--- config.mk ---
export PLATFORM = sky130hd
export DESIGN_NAME = lrni_ctrl
export DESIGN_NICKNAME = d
export VERILOG_FILES = /design/src/lrni_pkg.sv /design/src/lrni_ctrl.sv
export SDC_FILE = /design/constraint.sdc
export NUM_CORES = 1
export LEC_CHECK = 0
export CORE_MARGIN = 4
export CORE_UTILIZATION = 50
export DETAILED_ROUTE_END_ITERATION = 6
export DONT_BUFFER_PORTS = 1
export PLACE_DENSITY = 0.66
export SLEW_MARGIN = 20
export SYNTH_ARGS = -nofsm -noshare
export SYNTH_HDL_FRONTEND = slang
export SYNTH_SLANG_ARGS = --single-unit
--- constraint.sdc ---
create_clock -name clk_i -period 2.18 [get_ports clk_i]
set_input_delay 0.436 -clock clk_i [delete_from_list [all_inputs] [get_ports clk_i]]
set_output_delay 0.436 -clock clk_i [all_outputs]
set_load 0.005 [all_outputs]
--- src/lrni_pkg.sv ---
// lrni_pkg: shared constants, datapath operation codes and status type
// for the lidar range noise injector. No dependencies.

package lrni_pkg;

  localparam int unsigned DEF_TABLE_DEPTH = 64;
  localparam int unsigned APB_AW          = 4;
  localparam int unsigned APB_DW          = 32;
  localparam int unsigned ENTRY_W         = 48;

  localparam logic [APB_AW-3:0] REG_MODE    = 2'd0;
  localparam logic [APB_AW-3:0] REG_AMOUNT  = 2'd1;
  localparam logic [APB_AW-3:0] REG_ENTRIES = 2'd2;

  localparam logic [1:0] MODE_FIXED = 2'd0;
  localparam logic [1:0] MODE_PROP  = 2'd1;

  typedef enum logic [4:0] {
    OP_NONE,
    OP_LOAD,
    OP_SQX,
    OP_SQY,
    OP_SQZ,
    OP_SQSUM,
    OP_SQRT,
    OP_NMUL_AMT,
    OP_MUL_R,
    OP_D_SH15,
    OP_D_SH16,
    OP_WALK_INIT,
    OP_WALK_RD,
    OP_WALK_NEXT,
    OP_E_SET,
    OP_E_PREV,
    OP_E_ZERO,
    OP_IMUL,
    OP_IDIV_LD,
    OP_DIV,
    OP_E_INTERP,
    OP_NMUL_E,
    OP_NEWR,
    OP_PMUL_LO,
    OP_PMUL_HI,
    OP_PDIV_LD,
    OP_COORD,
    OP_ORIGIN_D,
    OP_ORIGIN_Z,
    OP_OUT
  } op_e;

  typedef struct packed {
    logic cnt_last;
    logic r_zero;
    logic walk_end;
    logic k_zero;
    logic dist_eq;
    logic dist_lt;
    logic coord_last;
    logic slot_free;
  } sts_t;

endpackage

--- src/lrni_ctrl.sv ---
// lrni_ctrl: sequencing state machine that issues datapath operations.
// Depends on lrni_pkg.

module lrni_ctrl (
  input  logic           clk_i,
  input  logic           rst_ni,
  input  logic           item_valid_i,
  input  logic           item_command_i,
  input  logic [1:0]     error_mode_i,
  input  lrni_pkg::sts_t sts_i,
  output logic           item_ready_o,
  output lrni_pkg::op_e  op_o
);
  import lrni_pkg::*;

  localparam logic [4:0] S_IDLE   = 5'd0;
  localparam logic [4:0] S_SQX    = 5'd1;
  localparam logic [4:0] S_SQY    = 5'd2;
  localparam logic [4:0] S_SQZ    = 5'd3;
  localparam logic [4:0] S_SQSUM  = 5'd4;
  localparam logic [4:0] S_SQRT   = 5'd5;
  localparam logic [4:0] S_NOISE  = 5'd6;
  localparam logic [4:0] S_D15    = 5'd7;
  localparam logic [4:0] S_M1     = 5'd8;
  localparam logic [4:0] S_M1D    = 5'd9;
  localparam logic [4:0] S_WRD    = 5'd10;
  localparam logic [4:0] S_WCHK   = 5'd11;
  localparam logic [4:0] S_ILD    = 5'd12;
  localparam logic [4:0] S_IDIV   = 5'd13;
  localparam logic [4:0] S_IFIN   = 5'd14;
  localparam logic [4:0] S_NMULE  = 5'd15;
  localparam logic [4:0] S_NEWR   = 5'd16;
  localparam logic [4:0] S_PLO    = 5'd17;
  localparam logic [4:0] S_PHI    = 5'd18;
  localparam logic [4:0] S_PLD    = 5'd19;
  localparam logic [4:0] S_PDIV   = 5'd20;
  localparam logic [4:0] S_PSAT   = 5'd21;
  localparam logic [4:0] S_ORIGIN = 5'd22;
  localparam logic [4:0] S_OUT    = 5'd23;

  logic [4:0] state_q, state_d;

  always_ff @(posedge clk_i or negedge rst_ni) begin
    if (!rst_ni) begin
      state_q <= S_IDLE;
    end else begin
      state_q <= state_d;
    end
  end

  always_comb begin
    state_d      = state_q;
    op_o         = OP_NONE;
    item_ready_o = 1'b0;
    unique case (state_q)
      S_IDLE: begin
        item_ready_o = 1'b1;
        if (item_valid_i && item_command_i) begin
          op_o    = OP_LOAD;
          state_d = S_SQX;
        end
      end
      S_SQX: begin
        op_o    = OP_SQX;
        state_d = S_SQY;
      end
      S_SQY: begin
        op_o    = OP_SQY;
        state_d = S_SQZ;
      end
      S_SQZ: begin
        op_o    = OP_SQZ;
        state_d = S_SQSUM;
      end
      S_SQSUM: begin
        op_o    = OP_SQSUM;
        state_d = S_SQRT;
      end
      S_SQRT: begin
        op_o = OP_SQRT;
        if (sts_i.cnt_last) begin
          state_d = S_NOISE;
        end
      end
      S_NOISE: begin
        if (error_mode_i == MODE_FIXED) begin
          op_o    = OP_NMUL_AMT;
          state_d = S_D15;
        end else if (error_mode_i == MODE_PROP) begin
          op_o    = OP_NMUL_AMT;
          state_d = S_M1;
        end else if (sts_i.r_zero) begin
          state_d = S_ORIGIN;
        end else begin
          op_o    = OP_WALK_INIT;
          state_d = S_WRD;
        end
      end
      S_D15: begin
        op_o    = OP_D_SH15;
        state_d = sts_i.r_zero ? S_ORIGIN : S_NEWR;
      end
      S_M1: begin
        op_o    = OP_MUL_R;
        state_d = S_M1D;
      end
      S_M1D: begin
        op_o    = OP_D_SH16;
        state_d = sts_i.r_zero ? S_ORIGIN : S_NEWR;
      end
      S_WRD: begin
        if (sts_i.walk_end) begin
          op_o    = sts_i.k_zero ? OP_E_ZERO : OP_E_PREV;
          state_d = S_NMULE;
        end else begin
          op_o    = OP_WALK_RD;
          state_d = S_WCHK;
        end
      end
      S_WCHK: begin
        if (sts_i.dist_eq) begin
          op_o    = OP_E_SET;
          state_d = S_NMULE;
        end else if (sts_i.dist_lt) begin
          op_o    = OP_WALK_NEXT;
          state_d = S_WRD;
        end else if (sts_i.k_zero) begin
          op_o    = OP_E_ZERO;
          state_d = S_NMULE;
        end else begin
          op_o    = OP_IMUL;
          state_d = S_ILD;
        end
      end
      S_ILD: begin
        op_o    = OP_IDIV_LD;
        state_d = S_IDIV;
      end
      S_IDIV: begin
        op_o = OP_DIV;
        if (sts_i.cnt_last) begin
          state_d = S_IFIN;
        end
      end
      S_IFIN: begin
        op_o    = OP_E_INTERP;
        state_d = S_NMULE;
      end
      S_NMULE: begin
        op_o    = OP_NMUL_E;
        state_d = S_D15;
      end
      S_NEWR: begin
        op_o    = OP_NEWR;
        state_d = S_PLO;
      end
      S_PLO: begin
        op_o    = OP_PMUL_LO;
        state_d = S_PHI;
      end
      S_PHI: begin
        op_o    = OP_PMUL_HI;
        state_d = S_PLD;
      end
      S_PLD: begin
        op_o    = OP_PDIV_LD;
        state_d = S_PDIV;
      end
      S_PDIV: begin
        op_o = OP_DIV;
        if (sts_i.cnt_last) begin
          state_d = S_PSAT;
        end
      end
      S_PSAT: begin
        op_o    = OP_COORD;
        state_d = sts_i.coord_last ? S_OUT : S_PLO;
      end
      S_ORIGIN: begin
        op_o    = (error_mode_i == MODE_FIXED) ? OP_ORIGIN_D : OP_ORIGIN_Z;
        state_d = S_OUT;
      end
      S_OUT: begin
        if (sts_i.slot_free) begin
          op_o    = OP_OUT;
          state_d = S_IDLE;
        end
      end
      default: begin
        state_d = S_IDLE;
      end
    endcase
  end

endmodule

## Word-level counts from Yosys, hierarchy flattened

Index checks and enable logic that the tools add are counted.

- Add/subtract/negate cells: 0
- Equal/unequal tests: 29
- Shifts and indexed selects: 0
- Multipliers: 0
- Reductions and logical operators: 6
- Divide/modulo/power cells: 0
- Bitwise operators: 0
- Order comparisons: 0
- Muxes and demuxes: 28

Operators with widths:

| cell | number |
|---|---|
| case mux 5 bit (23 select lines) | 2 |
| two-way mux 5 bit | 13 |
| equality test 5 x 4 -> 1 bit, second input constant | 8 |
| equality test 5 bit, second input constant | 8 |
| equality test 5 x 3 -> 1 bit, second input constant | 4 |
| two-way mux 3 bit | 6 |
| two-way mux 4 bit | 3 |
| equality test 5 x 2 -> 1 bit, second input constant | 2 |
| inequality test 2 bit, second input constant | 5 |
| equality test 5 x 1 -> 1 bit, second input constant | 1 |
| zero test 5 bit | 1 |
| AND reduction 5 bit | 1 |
| OR reduction 2 bit | 2 |
| two-way mux 1 bit | 3 |
| equality test 2 x 1 -> 1 bit, second input constant | 1 |
| zero test 2 bit | 1 |
| two-way mux 2 bit | 1 |
| logical AND 1 bit | 1 |

- Bits in registers: 5
- Memories: 0
- Word-level logic and storage cells: 64
- Output and inout port bits: 6
- Bits in read-only memories: 0
- Input bits: 14
- Bits in latches: 0
- Bits in writable memories: 0

## Logic depth before layout (Yosys ltp)

- Depth after elaboration: 4
- Mapped depth: 8
- Gate-level depth less buffers: 5

## Least setup slack after synthesis

No wires, ideal clock.

- Path kind: flip-flop to output port
- Start point: register state_q[2]
- End point: output port op_o[3]
- Path buffers: 3
- Arrival: 1.364 ns
- Path slack: 0.380 ns
- Cell stages (with the launch flop): 7
- Data required time: 1.744 ns
- Path through: dfrtp_1 buf_2 buf_2 buf_2 a32o_1 nor3_1 a311o_1

- Cells in the longest elaborated chain, start to end: 3
- Elaborated cells between the ends (all ways): 26
- Classes of those cells: eq/ne: 23; mux: 1; reduce/logical: 2

Ends and longest elaborated chain:

| item | line | text |
|---|---|---|
| start: declaration | lrni_ctrl.sv:41 | `logic [4:0] state_q, state_d;` |
| start signal: assignment | lrni_ctrl.sv:47 | `state_q <= state_d;` |
| equality test 5 bit / equality test 5 x 4 -> 1 bit (equally long branches) | lrni_ctrl.sv:55 | `unique case (state_q)` |
| OR reduction 2 bit (no line) | n/a |  |
| case mux 5 bit (23 select lines) * | lrni_ctrl.sv:55 |  |
| end: declaration | lrni_ctrl.sv:12 | `output lrni_pkg::op_e op_o` |

Mark *: on every way between the ends. The rest lies on a longest branch, timed or not.

## Final worst setup path

- Start point: register state_q[4]
- End point: output port op_o[3]

Same word-level chain as after synthesis.

==> impl_metrics.py <==
metrics = {
    "route": {
        "ant_nets": 0,
        "vias_per_cell": 6.69,
        "drtIter0Drc": 65,
        "drt-total-wl_mm": 3.39,
        "dr.pass1.iters": 4,
        "wl_per_cell_um": 18.0,
        "drc": 0,
        "num_vias": 1257,
    },
    "global_routing": {
        "grt_max_degree": 17,
        "grtUsageMet3_pct": 1.97,
        "grt_use_met1_pct": 35.0,
        "grt.busiest_layer": "met2",
        "grt_pass1_vias": 1123,
        "grt_usage_pct": 25.4,
        "grt_pass1_wl_mm": 5.36,
        "overflow": 0,
        "met2_usage_pct": 44.2,
        "antenna_found_initial": 0,
    },
    "setup_path": {
        "crit_buf_inv": 1,
        "cp_data_required_time_ns": 1.74,
        "endpoint_kind": "primary output",
        "worstPathArrival_ns": 1.65,
        "start_kind": "register",
        "critical_path_depth": 5,
        "slowest_delay_ns": 0.52,
        "slowest_stage": "dfrtp_2",
        "worst-setup-path-type": "register to primary output",
        "path_delay_family": "flip-flops",
        "path_cells": "buf_4 > xnor2_1 > a32o_1 > nor3_1 > a311o_1",
        "reg2reg_depth": 6,
        "path_max_fanout": 13,
    },
    "status": {
        "status": "finished clean",
    },
    "synthesis": {
        "synth.distinct_cells": 50,
        "syn_avg_cell_area_sq_um": 6.47,
        "async_flop_share_pct": 100,
        "ys_seq_area_share_pct": 12.3,
        "synth-seq-cells": 5,
        "synth_xor_area_share_pct": 1.72,
        "synth_compound_area_share_pct": 39.2,
        "syn_nets": 171,
        "yosys_warnings": 0,
        "synthAdderAreaFrac_pct": 0,
        "synth-main-ff-cell": "dfrtp_1",
        "synth_edf_count": 0,
        "postSynthCellCount": 157,
        "synthSimpleGateAreaFrac_pct": 36.7,
        "synthMuxAreaShare_pct": 1.11,
        "synth_top_family_by_area": "compound AO/OA/AOI/OAI gates",
        "syn-cell-area_sq_mm": 0.00102,
    },
    "timing": {
        "tightest_slew_ns": 0.366,
        "period_needed_ns": 2.09,
        "timing.final.crit_share_pct": 95.7,
        "slew_viol_final": 0,
        "clock.fmax_mhz": 479,
        "setup_viol_count_final": 0,
        "fin_skew_ns": 0.00466,
        "slew_headroom_pct": 75.3,
        "setup_slack_ns": 0.0939,
        "holdWs_ns": 0.456,
        "hold_viol": 0,
    },
    "place": {
        "port_buffers": 0,
        "post-place-ws_ns": 0.138,
        "dp_hpwl_mm": 2.49,
        "gp_congestion": 1.01,
    },
    "cts": {
        "cts.path.max_buffers": 2,
        "clkLatencyLatePin_ns": 0.24,
        "cts-buffers-inserted": 3,
        "clk_pin_slew_ns": 0.05,
        "clock_tree.htree_level_count": 1,
        "cts_tree": "done",
        "cts-root-buf": "clkbuf_4",
        "clock_sinks": 5,
    },
    "floorplanning": {
        "core_region_area_sq_mm": 0.00194,
        "die_h_um": 53.1,
        "io_pins": 20,
        "rows": 16,
        "dieArea_sq_mm": 0.00282,
        "die_w_um": 53.1,
        "floorplan.initialDensity_pct": 52.3,
    },
    "finish": {
        "num_antenna_cells": 0,
        "finalNetCount": 176,
        "top_regs": "state_q x5",
        "largest_reg_flops": 5,
        "top_register": "state_q",
        "drive_gt1_share_pct": 19.9,
        "area_growth_pct": 11.9,
    },
    "flow_run": {
        "drv_cap": 0,
    },
    "power": {
        "power_per_cell_area_mw_per_mm2": 1560,
        "max-vdd-ir-drop_mv": 0.846,
        "leakagePower_nw": 0.401,
    },
    "hold_path": {
        "hold_depth": 2,
        "min_path_type": "input port to register",
    },
}
[area by class of cell]
class                      count  area, sq um
clock buffer                   4         26.3
fill                         213          805
inverter                       4         15.0
multi-input combinational    133          810
sequential                     5          130
tap                           27         33.8
timing repair buffer          15          123
[where the power goes]
part / switching (mW) / leakage (nW) / internal [mW]
clock network: 0.0360 / 0.0150 / 0.0691
logic: 0.792 / 0.328 / 0.614
registers: 0.115 / 0.0581 / 0.147
total: 0.942 / 0.401 / 0.830
[cell families after synthesis]
kind of cell	count (synthesis)
DFF	5
buffers and inverters	19
muxes	1
xor gates and xnor gates	2
AOI/OAI and AO/OA	59
and+or+nand+nor	71
[cells in the mapped netlist, types with 3 or more instances]
cell type  number  area share [%]
buf_2          10             4.9
o21ai_0        13             6.4
nand3b_1        3             2.2
a31oi_1         4             2.5
nor2_1         13             4.8
nor2b_1         7             4.3
a211oi_1        3             2.2
nand2_1        17             6.3
nand2b_1        8             4.9
o211ai_1        4             3.0
or2_2           3             1.8
nor3_1          6             3.0
dfrtp_1         5              12
nand3_1         3             1.5
a21oi_1        15             7.4
inv_1           4             1.5
[per-stage QoR]
| stage | utilization (%) | cells | cell area [sq um] | total power, mW | setup TNS (ns) |
|---|---|---|---|---|---|
| floorplan | - | 157 | 1020 | 1.25 | 0 |
| global placement | 55.2 | 182 | 1070 | 1.57 | 0 |
| detailed placement | 55.2 | 182 | 1070 | 1.58 | 0 |
| CTS | 57.2 | 187 | 1110 | 1.70 | 0 |
| global route | 58.6 | 188 | 1140 | 1.95 | -0.00334 |
| finish | 58.6 | 188 | 1140 | 1.77 | 0 |
[worst paths after layout]
path | startpoint | to | slack [ns]
max | state_q[4]$_DFFE_PN0P_ | op_o[3] | 0.09
min | sts_i[7] | state_q[2]$_DFFE_PN0P_ | 0.46
max reg2reg | state_q[1]$_DFFE_PN0P_ | state_q[2]$_DFFE_PN0P_ | 0.30
min reg2reg | state_q[2]$_DFFE_PN0P_ | state_q[3]$_DFFE_PN0P_ | 0.77
max in group asynchronous | rst_ni | state_q[1]$_DFFE_PN0P_ | 1.48
min in group asynchronous | rst_ni | state_q[4]$_DFFE_PN0P_ | 0.49
[metal layers]
layer	vias up	routed length (um)
met5	-	0
met4	0	14
met3	2	283
met2	69	1660
met1	589	1430
li1	597	-
[cell usage in the layout (no fill, tap or decap), types with 2 or more instances in the layout]
cell	netlist	routed
a211oi_1	3	3
a21oi_1	15	15
a31oi_1	4	4
a32o_1	2	2
buf_4	0	12
buf_6	1	2
clkbuf_4	0	3
dfrtp_2	0	4
inv_1	4	3
nand2_1	17	17
nand2b_1	8	7
nand3_1	3	3
nand3b_1	3	3
nor2_1	13	12
nor2b_1	7	7
nor3_1	6	6
nor4_1	2	2
o211ai_1	4	4
o21ai_0	13	13
or2_2	3	3
or3_1	2	2
[timing repair]
item / in CTS / in global routing
resized for setup: 2 / 8
endpoints found under the hold margin: 5 / 0
setup endpoints to repair: 4 / 5
gates cloned: 0 / 0
hold buffers: 1 / 0
setup buffers: 0 / 1
(Power assumes the default switching activity.)
