File: config.mk
export PLATFORM = sky130hd
export DESIGN_NAME = lrni_ram
export DESIGN_NICKNAME = d
export VERILOG_FILES = /design/src/lrni_ram.sv
export SDC_FILE = /design/constraint.sdc
export NUM_CORES = 1
export LEC_CHECK = 0
export BUFFER_PORTS_ARGS = -buffer_cell sky130_fd_sc_hd__buf_2
export CAP_MARGIN = 20
export CELL_PAD_IN_SITES_DETAIL_PLACEMENT = 1
export CELL_PAD_IN_SITES_GLOBAL_PLACEMENT = 1
export CORE_MARGIN = 5
export CORE_UTILIZATION = 55
export DETAILED_ROUTE_END_ITERATION = 10
export PLACE_DENSITY = 0.87
export SLEW_MARGIN = 30
export SYNTH_ARGS = -nofsm -noshare
export SYNTH_HDL_FRONTEND = slang
export SYNTH_SLANG_ARGS = --single-unit
File: constraint.sdc
create_clock -name clk_i -period 4.9 [get_ports clk_i]
set_clock_uncertainty 0.1 [all_clocks]
set_input_delay 0.49 -clock clk_i [delete_from_list [all_inputs] [get_ports clk_i]]
set_output_delay 0.49 -clock clk_i [all_outputs]
set_load 0.01 [all_outputs]
File: src/lrni_ram.sv
// lrni_ram: generic single write port, single read port RAM with registered read.
// No dependencies.

module lrni_ram #(
  parameter int unsigned WIDTH = 8,
  parameter int unsigned DEPTH = 64
) (
  input  logic                     clk_i,
  input  logic                     we_i,
  input  logic [$clog2(DEPTH)-1:0] waddr_i,
  input  logic [WIDTH-1:0]         wdata_i,
  input  logic                     re_i,
  input  logic [$clog2(DEPTH)-1:0] raddr_i,
  output logic [WIDTH-1:0]         rdata_o
);

  logic [WIDTH-1:0] mem_q [DEPTH];
  logic [WIDTH-1:0] rdata_q;

  always_ff @(posedge clk_i) begin
    if (we_i) begin
      mem_q[waddr_i] <= wdata_i;
    end
    if (re_i) begin
      rdata_q <= mem_q[raddr_i];
    end
  end

  assign rdata_o = rdata_q;

endmodule

### Word-level counts from Yosys, hierarchy flattened

Memories as Yosys holds them, arrays and structs flattened. A register that Yosys moved wholly into a read port is not among the register bits.
Cells that the tools add are included.
W data, S select, Z words.

| storage, ports and cells | value |
|---|---|
| input bits | 23 |
| memories | 1 |
| output and inout bits | 8 |
| word-level logic and storage cells | 3 |
| register bits | 0 |
| RAM bits | 512 |

| cells by class | value |
|---|---|
| multiplexer cells | 2 |

Memory list:

| memory | words | bits a word | read ports | clocked after memory_dff | wr ports | RTL line | source |
|---|---|---|---|---|---|---|---|
| mem_q | 64 | 8 | 1 | 1 | 1 | 17 | `logic [WIDTH-1:0] mem_q [DEPTH];` |

Operators by type and width:

| cell | count |
|---|---|
| $mux W1 | 2 |

### Longest topological paths before layout

Gate-level depths: netlist of run 1.

| depth | value |
|---|---|
| depth after elaboration | 2 |
| mapped depth | 9 |
| depth with buffers taken out | 5 |

### Worst setup path after synthesis of run 1

No wires, ideal clock.

| path | value |
|---|---|
| path type | input -> register |
| start | input raddr_i[1] |
| end | register rdata_q[3], in the netlist rdata_o[3] (read register of mem_q) (data pin) |
| setup slack | 2,504 ps |
| arrival time | 2,030 ps |
| path buffers | 3 |
| setup time | 266 ps |
| stages on the path | 7 |
| required time | 4,534 ps |
| path through | buf_4 -> buf_2 -> buf_2 -> mux4_2 -> mux4_2 -> o21ai_1 -> o41ai_1 |

RTL lines:

| item | RTL line | source |
|---|---|---|
| from (decl) | 13 | `input logic [$clog2(DEPTH)-1:0] raddr_i,` |
| to (decl) | 18 | `logic [WIDTH-1:0] rdata_q;` |

==> run_results.csv, run 1 <==
group,metric,value,unit
die,die_h,201.9,um
grt,grt_pass1_wl,74110,um
grt,track_usage,24.68,%
synthesis,ys_seq_area_share,77.12,%
job,max_cap_violations,0,
timing,hold_viol,0,
pwr,vdd.ir_drop.worst,226.0,uV
pwr,power_frac_seq,53.1,%
die,start_util,55.57,%
clock_tree,root_buffer,"clkbuf_16",
timing,finalWorstSetupSlack,2150,ps
timing,period_share,56.12,%
setup_path,worst_ep_arrival_time,2940,ps
setup_path,path_buf_inv,2,
synthesis,async_flop_share,0,%
setup_path,end_kind,"flip-flop",
pwr,clkPwrFrac,41.9,%
synthesis,synth-edff-count,520,
placement,numPortBuffers,30,
pwr,total_power,9.312,mW
placement,pre_cts_slack,1619,ps
synthesis,syn_area,20250,um^2
synthesis,synth_fp_nets,963,
outcome,status,"finished clean",
clock_tree,cts.repair.resized,0,
min_path,hp-class,"in -> reg",
timing,final_max_slew_viol_count,0,
setup_path,critPathKind,"in -> reg",
synthesis,synth_top_area_share,77.12,%
grt,grt_pass1_vias,10690,
timing,setup_tns,0,ps
die,die_w,201.9,um
grt,grt_max_degree,65,
synthesis,netlist_instances,940,
clock_tree,clk_pin_slew_worst_paths,60,ps
setup_path,crit_fanout,58,
synthesis,ys_warn_count,0,
grt,grt.overflow.total,0,
die,num_rows,70,
pwr,combPwrFrac,5.0,%
pwr,switching_power,1.941,mW
placement,hpwl,29140,um
die,die_area,40750,um^2
grt,antenna_found_initial,1,
clock_tree,clock-sinks,520,
clock_tree,cts_tree,"done",
route,antenna_left,0,
die,pin_count,31,
synthesis,synth_top_flop_cell,"edfxtp_1",
synthesis,ys_ff_latch,520,
clock_tree,postCtsHoldBufs,0,
setup_path,crit_path_top_delay_cell,"a2111oi_0",
clock_tree,post-cts-setup-buffer-count,0,
clock_tree,htreeDepth,2,
setup_path,max_stage_delay,780,ps
timing,setup_viol,0,
route,drcViolationCount,0,
timing,worst_pin_slew,999.0,ps
final_layout,final_net_count,1004,
clock_tree,clockBufferDepth,3,
route,routed-via-count,10060,
synthesis,syn_area_per_cell,21.54,um^2
pwr,swShare,20.85,%
pwr,internal_power,7.370,mW
setup_path,path_cells,"buf_4, buf_4, mux4_2, a2111oi_0, o41ai_1",
pwr,p_leak,6.955,nW
setup_path,required,5090,ps
synthesis,synth_top_area_cell,"edfxtp_1",
pwr,powerDensity,414.1,nW/um^2
route,avgRoutedWirePerCell,33.41,um
setup_path,cpMostUsedCell,"buf_4",
final_layout,area_delta_synth_final,11.06,%
setup_path,setup.worst_path.start_class,"input pin",
route,drt-total-wl,49750,um
clock_tree,cts_buffers,49,
route,first_pass_iters,5,
timing,fmaxAchievable,0.3636,GHz
placement,place_congestion,0.8281,
synthesis,synthDistinctLibCells,39,
clock_tree,clkLatencyLatePin,570,ps
timing,relSlewSlack,33.15,%
setup_path,critPathTopFamily,"buffers and inverters",
final_layout,insertedDiodeCount,0,
timing,finalCriticalPeriod,2750,ps
synthesis,ys_top_cells_by_area,"edfxtp_1 77%, mux4_2 14%, nor2_1 1.5%",
route,vias_per_cell,6.755,
final_layout,drive_above_1_share,25.56,%
timing,rsz0062_at_grt,"false",
die,core,36430,um^2
route,initialDrtViolationCount,1245,
-- power by group through the flow --
stage / Combinational (mW) / Sequential (mW) / Clock, mW
2_1_floorplan: 0.263 / 5.04 / 0
3_3_place_gp: 0.420 / 5.04 / 0
3_5_place_dp: 0.450 / 5.04 / 0
4_1_cts: 0.460 / 4.95 / 3.93
5_1_grt: 0.483 / 4.95 / 4.17
6_report: 0.462 / 4.95 / 3.90
-- per-layer routing --
| layer | vias to the layer above | share of wire [%] | global-route usage, % |
|---|---|---|---|
| met3 | 108 | 9.0 | 5.086 |
| met5 | - | 0.026 | 0 |
| li1 | 4015 | - | - |
| met1 | 5285 | 38 | 33.87 |
| met2 | 648 | 50 | 40.81 |
| met4 | 2 | 2.9 | 7.227 |
-- layout by cell type, fill, tap and decap left out, drive strengths merged, types with 2 or more instances in the layout --
| master | instances |
|---|---|
| o22ai | 8 |
| o21ai | 4 |
| o21a | 2 |
| nand4 | 2 |
| clkinvlp | 4 |
| o41ai | 2 |
| edfxtp | 520 |
| o221ai | 8 |
| clkinv | 20 |
| clkbuf | 60 |
| nor2b | 14 |
| buf | 40 |
| o2bb2ai | 3 |
| a22oi | 3 |
| nand2b | 7 |
| a211oi | 4 |
| bufinv | 7 |
| o221a | 2 |
| nand3 | 13 |
| a221oi | 6 |
| o32ai | 2 |
| o2111ai | 3 |
| nor4 | 2 |
| nor3 | 7 |
| mux2 | 13 |
| mux2i | 23 |
| mux4 | 126 |
| a2111oi | 2 |
| a21oi | 3 |
| nand3b | 3 |
| nor2 | 83 |
| nand2 | 19 |
-- synth_stat cells, types with 2 or more instances --
library cell	number
o21ai_0	2
o32ai_1	2
o221ai_1	8
nor4_1	2
nand3_1	13
mux2_2	13
nor2_1	83
o21ai_1	2
o2bb2ai_1	3
buf_2	11
a211oi_1	4
buf_12	2
o2111ai_1	3
mux4_2	126
edfxtp_1	520
nand2_1	19
nand2b_1	7
nand4_1	2
buf_6	4
clkbuf_1	17
buf_1	4
o21a_1	2
nor3_1	7
o41ai_1	2
buf_4	13
o221a_2	2
a21oi_1	3
a221oi_1	6
o22ai_1	8
a22oi_1	3
nor2b_1	14
nand3b_1	3
a2111oi_0	2
mux2i_1	23
-- per-stage QoR --
stage	instances	instance area, um^2	hold WS, ps	utilization (%)
2_1_floorplan	940	20250	488.9	-
6_report	1489	22490	206.5	61.71
3_5_place_dp	1398	20830	769.4	57.16
3_3_place_gp	1397	20780	765.9	57.03
4_1_cts	1489	22470	178.8	61.67
5_1_grt	1489	22490	184.4	61.71
-- layout make-up --
cell class                 instances  area (um^2)
timing repair buffer              41        301.5
fill                            2956        13950
clock inverter                    32        339.1
multi-input combinational        369         4338
clock buffer                      59         1306
tap                              468        585.6
sequential                       520        15620
-- registers in the layout, indices dropped and copies added, names as in the netlist --
signal,count
mem_q,512
rdata_o,8
-- cell families (layout without fill, tap and decap cells) --
logic type / Yosys count / count (layout) / synth area share, %
DFF: 520 / 520 / 77.12
muxes: 162 / 162 / 15.88
and+or+nand+nor: 153 / 153 / 3.374
AOI/OAI and AO/OA: 54 / 54 / 2.064
buffers and inverters: 51 / 132 / 1.563
-- worst paths after layout --
check | from | endpoint | slack, ps | cells past startpoint
hold reg to reg | mem_q[22][0] | rdata_o[0] | 870 | 4
setup / recovery | raddr_i[1] | rdata_o[3] | 2150 | 5
setup reg to reg | mem_q[2][3] | rdata_o[3] | 2530 | 4
hold / removal | re_i | rdata_o[5] | 210 | 1
(Power assumes the default switching activity.)
==> run 2, diff against run 1 <==
==> constraint.sdc (replaced) <==
create_clock -name clk_i -period 2.59 [get_ports clk_i]
set_clock_uncertainty 0.1 [all_clocks]
set_input_delay 0.259 -clock clk_i [delete_from_list [all_inputs] [get_ports clk_i]]
set_output_delay 0.259 -clock clk_i [all_outputs]
set_load 0.01 [all_outputs]
==> run 2 against run 1 <==
  * Combinational power up 120%
  * Clock power is 89% higher
  * Sequential share of layout area down 2.9 points
  * Final area is 4.3% higher
  * Cell count grew 8.1%
  * Hold slack got worse by 89 ps
  * Critical endpoint is now rdata_o[6]
  * Non-clock buffer count up 117
  * Global-route usage increased by 3.2 points
  * Largest cell class unchanged
==> run_results.csv, run 2 (synthesis results as in run 1) <==
group,metric,value,unit
grt,grt_pass1_wl,82520,um
timing,setup_viol,0,
pwr,powerDensity,756.5,nW/um^2
clock_tree,cts_tree,"done",
placement,post_dp_cell_area,21800,um^2
pwr,vdd.ir_drop.worst,475.3,uV
final_layout,largest_register,"mem_q",
setup_path,required,2790,ps
outcome,status,"finished clean",
pwr,p_leak,7.601,nW
die,core,36430,um^2
die,die_area,40750,um^2
die,pin_count,31,
timing,fmaxAchievable,0.3959,GHz
route,drt-total-wl,55780,um
placement,dp.cells,1514,
route,drcViolationCount,0,
final_layout,instances_no_fill,1609,
clock_tree,cts_buffers,51,
clock_tree,clkLatencyLatePin,580,ps
final_layout,final_util,64.36,%
grt,grt_pass1_vias,11410,
setup_path,crit_fanout,1,
clock_tree,root_buffer,"clkbuf_16",
route,vias_per_cell,6.743,
route,avgRoutedWirePerCell,34.67,um
final_layout,layout_common_cells,"520 x edfxtp_1, 126 x mux4_2, 116 x buf_4, 83 x nor2_1, 51 x clkbuf_16",
die,start_util,55.57,%
route,first_pass_iters,5,
clock_tree,clk_pin_slew_worst_paths,60,ps
placement,place_congestion,0.8509,
final_layout,largest_reg_flops,512,
timing,finalCriticalPeriod,2526,ps
die,die_h,201.9,um
grt,grt_max_degree,65,
placement,hpwl,34260,um
clock_tree,htreeDepth,2,
final_layout,final_common_cell,"edfxtp_1",
setup_path,end_kind,"flip-flop",
grt,grt.overflow.total,0,
timing,hold_viol,0,
route,routed-via-count,10850,
timing,final_max_slew_viol_count,0,
clock_tree,clock-sinks,520,
die,num_rows,70,
setup_path,worst_ep_arrival_time,2720,ps
setup_path,critPathKind,"reg -> reg",
route,initialDrtViolationCount,1410,
grt,track_usage,27.86,%
placement,numPortBuffers,30,
final_layout,area_delta_synth_final,15.83,%
timing,relSlewSlack,46.24,%
clock_tree,clockBufferDepth,3,
timing,rsz0062_at_grt,"false",
final_layout,final_net_count,1123,
timing,setup_tns,0,ps
timing,worst_pin_slew,806.4,ps
die,die_w,201.9,um
final_layout,drive_above_1_share,32.13,%
min_path,hp-class,"in -> reg",
job,max_cap_violations,0,
timing,period_share,97.52,%
grt,antenna_found_initial,5,
route,antenna_left,0,
setup_path,setup.worst_path.start_class,"flip-flop",
timing,whs,117.1,ps
final_layout,stdcell_area,23450,um^2
run 2: critical path, cell delays in order, from the launching register on:
cell	delay [ps]
edfxtp_1	420
mux4_2	470
mux2_2	300
o221a_2	310
nor3_1	460
o32ai_1	190
run 2: layer usage:
| layer | GRT usage (%) | wire (um) | vias to the layer above |
|---|---|---|---|
| li1 | - | - | 4256 |
| met1 | 38.22 | 20310 | 5654 |
| met2 | 45.47 | 27690 | 781 |
| met3 | 5.150 | 5515 | 152 |
| met4 | 10.33 | 2216 | 6 |
| met5 | 0 | 43 | - |
run 2: path summary, 6_finish.rpt:
| kind | end | from | depth (start not counted) | slack (ps) |
|---|---|---|---|---|
| min | mem_q[13][4] | wdata_i[4] | 2 | 120 |
| max | rdata_o[6] | mem_q[24][6] | 5 | 60 |
| max reg2reg | rdata_o[6] | mem_q[24][6] | 5 | 60 |
| min reg2reg | rdata_o[4] | mem_q[26][4] | 3 | 870 |
run 2: cell type report:
cell class | instances | area (um^2)
Timing Repair Buffer | 158 | 1290
Fill cell | 2948 | 12980
Multi-Input combinational cell | 369 | 4320
Clock buffer | 60 | 1310
Tap cell | 468 | 585.6
Antenna cell | 2 | 5.005
Sequential cell | 520 | 15620
Clock inverter | 32 | 325.3
run 2: what timing repair did:
| action | 4_1_cts | 5_1_grt |
|---|---|---|
| setup endpoints to repair | 1 | 0 |
| hold buffers | 1 | 0 |
| buffers inserted | 0 | 0 |
| gates resized for setup | 1 | 0 |
| hold endpoints to repair | 8 | 0 |
run 2: through the flow:
step / total power [mW] / setup slack [ps]
floorplan: 10.03 / 424.7
global placement: 10.43 / -72.86
detailed placement: 10.50 / -177.4
CTS: 17.80 / 154.6
global route: 18.33 / 130.8
finish: 17.74 / 64.28
run 2: power by group:
part	internal [mW]	total, mW	leakage, nW	switching [mW]
logic	0.386	1.00	2.12	0.614
registers	9.33	9.36	4.69	0.0306
clock network	4.29	7.38	0.795	3.08
==> run 3, diff against run 2 <==
--- a/config.mk
+++ b/config.mk
@@ -10,9 +10,9 @@
 export CELL_PAD_IN_SITES_DETAIL_PLACEMENT = 1
 export CELL_PAD_IN_SITES_GLOBAL_PLACEMENT = 1
 export CORE_MARGIN = 5
-export CORE_UTILIZATION = 55
+export CORE_UTILIZATION = 56
 export DETAILED_ROUTE_END_ITERATION = 10
-export PLACE_DENSITY = 0.87
+export PLACE_DENSITY = 0.88
 export SLEW_MARGIN = 30
 export SYNTH_ARGS = -nofsm -noshare
 export SYNTH_HDL_FRONTEND = slang
==> run 3 against run 2 <==
  * Non-clock buffer count decreased by 15
  * Largest power group unchanged
  * Total power decreased by 0.55%
  * Clock power decreased by 0.8%
  * Critical path depth unchanged
==> run_results.csv, run 3 (synthesis results as in run 1) <==
group,metric,value,unit
outcome,status,"finished clean",
route,routed-wl-met2,27650,um
final_layout,num-fill-cells,2843,
setup_path,path_depth,5,
pwr,powerDensity,757.3,nW/um^2
route,initialDrtViolationCount,1451,
grt,grt.overflow.total,0,
min_path,hp-class,"in -> reg",
clock_tree,clock-sinks,520,
setup_path,endpoint,"rdata_o[6]",
grt,grt_max_degree,65,
final_layout,largest_reg_flops,512,
final_layout,multiInputGateArea,4315,um^2
die,die_area,40060,um^2
setup_path,path_cells,"mux4_2, mux2_2, o221a_2, nor3_1, o32ai_1",
placement,place_congestion,0.8191,
clock_tree,cts_tree,"done",
grt,antenna_found_initial,1,
final_layout,seq_area,15620,um^2
final_layout,instances_no_fill,1589,
setup_path,r2r-start,"mem_q[16][6]",
grt,grt_pass1_wl,80300,um
final_layout,largest_register,"mem_q",
die,pin_count,31,
placement,numPortBuffers,30,
grt,track_usage,27.32,%
setup_path,critPathTopFamily,"multiplexers",
clock_tree,clockBufferDepth,3,
timing,worst_pin_slew,817.0,ps
final_layout,layout_common_cells,"520 x edfxtp_1, 126 x mux4_2, 105 x buf_4, 83 x nor2_1, 52 x clkbuf_16",
route,top_layer_used,"met5",
setup_path,crit_start,"mem_q[16][6]",
route,drt-total-wl,54310,um
pwr,vdd.ir_drop.worst,545.6,uV
placement,pre_cts_slack,-57.54,ps
route,routed-via-count,10790,
route,avgRoutedWirePerCell,34.18,um
timing,setup_tns,0,ps
clock_tree,cts_buffers,51,
timing,final_max_slew_viol_count,0,
setup_path,rr_worst_depth,5,
route,wl_met3,4849,um
clock_tree,post-cts-setup-buffer-count,0,
timing,fmaxAchievable,0.4079,GHz
setup_path,max_stage_delay,460,ps
die,die_h,200.1,um
setup_path,required,2820,ps
timing,setup_viol,0,
setup_path,path_buf_inv,0,
final_layout,final_common_cell,"edfxtp_1",
route,vias_per_cell,6.789,
route,antenna_left,0,
placement,post_dp_cell_area,21640,um^2
setup_path,rrSetupSlack,140,ps
timing,relSlewSlack,45.53,%
setup_path,regToRegEndpoint,"rdata_o[6]",
die,num_rows,69,
die,die_w,200.1,um
clock_tree,clk_pin_slew_worst_paths,70,ps
route,first_pass_iters,5,
setup_path,crit_path_top_delay_cell,"mux4_2",
job,max_cap_violations,0,
clock_tree,htreeDepth,2,
final_layout,stdcell_area,23300,um^2
pwr,p_leak,7.524,nW
die,core,35660,um^2
clock_tree,root_buffer,"clkbuf_16",
setup_path,critPathKind,"reg -> reg",
die,start_util,56.78,%
final_layout,final_net_count,1108,
timing,hold_viol,0,
timing,finalCriticalPeriod,2451,ps
route,met1_length,19640,um
placement,hpwl,32680,um
final_layout,area_delta_synth_final,15.07,%
final_layout,drive_above_1_share,31.77,%
timing,finalWorstSetupSlack,138.6,ps
timing,period_share,94.65,%
grt,grt_pass1_vias,11260,
timing,rsz0062_at_grt,"false",
setup_path,crit_fanout,1,
setup_path,worst_ep_arrival_time,2680,ps
setup_path,end_kind,"flip-flop",
setup_path,setup.worst_path.start_class,"flip-flop",
clock_tree,clkLatencyLatePin,600,ps
placement,dp.cells,1492,
route,drcViolationCount,0,
-- run 3: layer usage --
metal	global-route usage, %	up-vias
li1	-	4242
met1	36.99	5626
met2	46.21	771
met3	4.285	146
met4	9.393	2
met5	0	-
-- run 3: per-stage QoR --
stage	utilization [%]	hold slack (ps)	total power, mW
final	65.34	52.26	17.64
after global routing	65.33	40.79	18.20
after CTS	65.33	37.71	17.71
after detailed placement	60.68	563.2	10.46
after global placement	60.68	552.9	10.40
after floorplan	-	257.9	10.03
-- run 3: how the worst min path moves through the flow --
stage | startpoint | to | slack [ps] | cells past startpoint
after floorplan | wdata_i[0] | mem_q[0][0] | 260 | 0
after global placement | re_i | rdata_o[4] | 550 | 1
after detailed placement | re_i | rdata_o[2] | 560 | 1
after CTS | wdata_i[0] | mem_q[1][0] | 40 | 1
after global routing | wdata_i[0] | mem_q[1][0] | 40 | 1
final | wdata_i[0] | mem_q[1][0] | 50 | 1
-- run 3: cell type report --
cell class / instances / share of cell area [%]
clock inverter: 35 / 1.348
sequential: 520 / 67.02
clock buffer: 60 / 5.714
tap: 461 / 2.476
multi-input combinational: 369 / 18.52
timing repair buffer: 143 / 4.903
antenna: 1 / 0.01074
-- run 3: power by group --
group          switching [mW]  internal [mW]  total (mW)
clock network            3.14           4.19        7.32
logic                   0.589          0.367       0.957
registers              0.0324           9.33        9.36
total                    3.76           13.9        17.6
-- run 3: what timing repair did --
item	CTS	global route
hold buffers	1	0
endpoints found under the hold margin	8	0
gates resized for setup	0	0
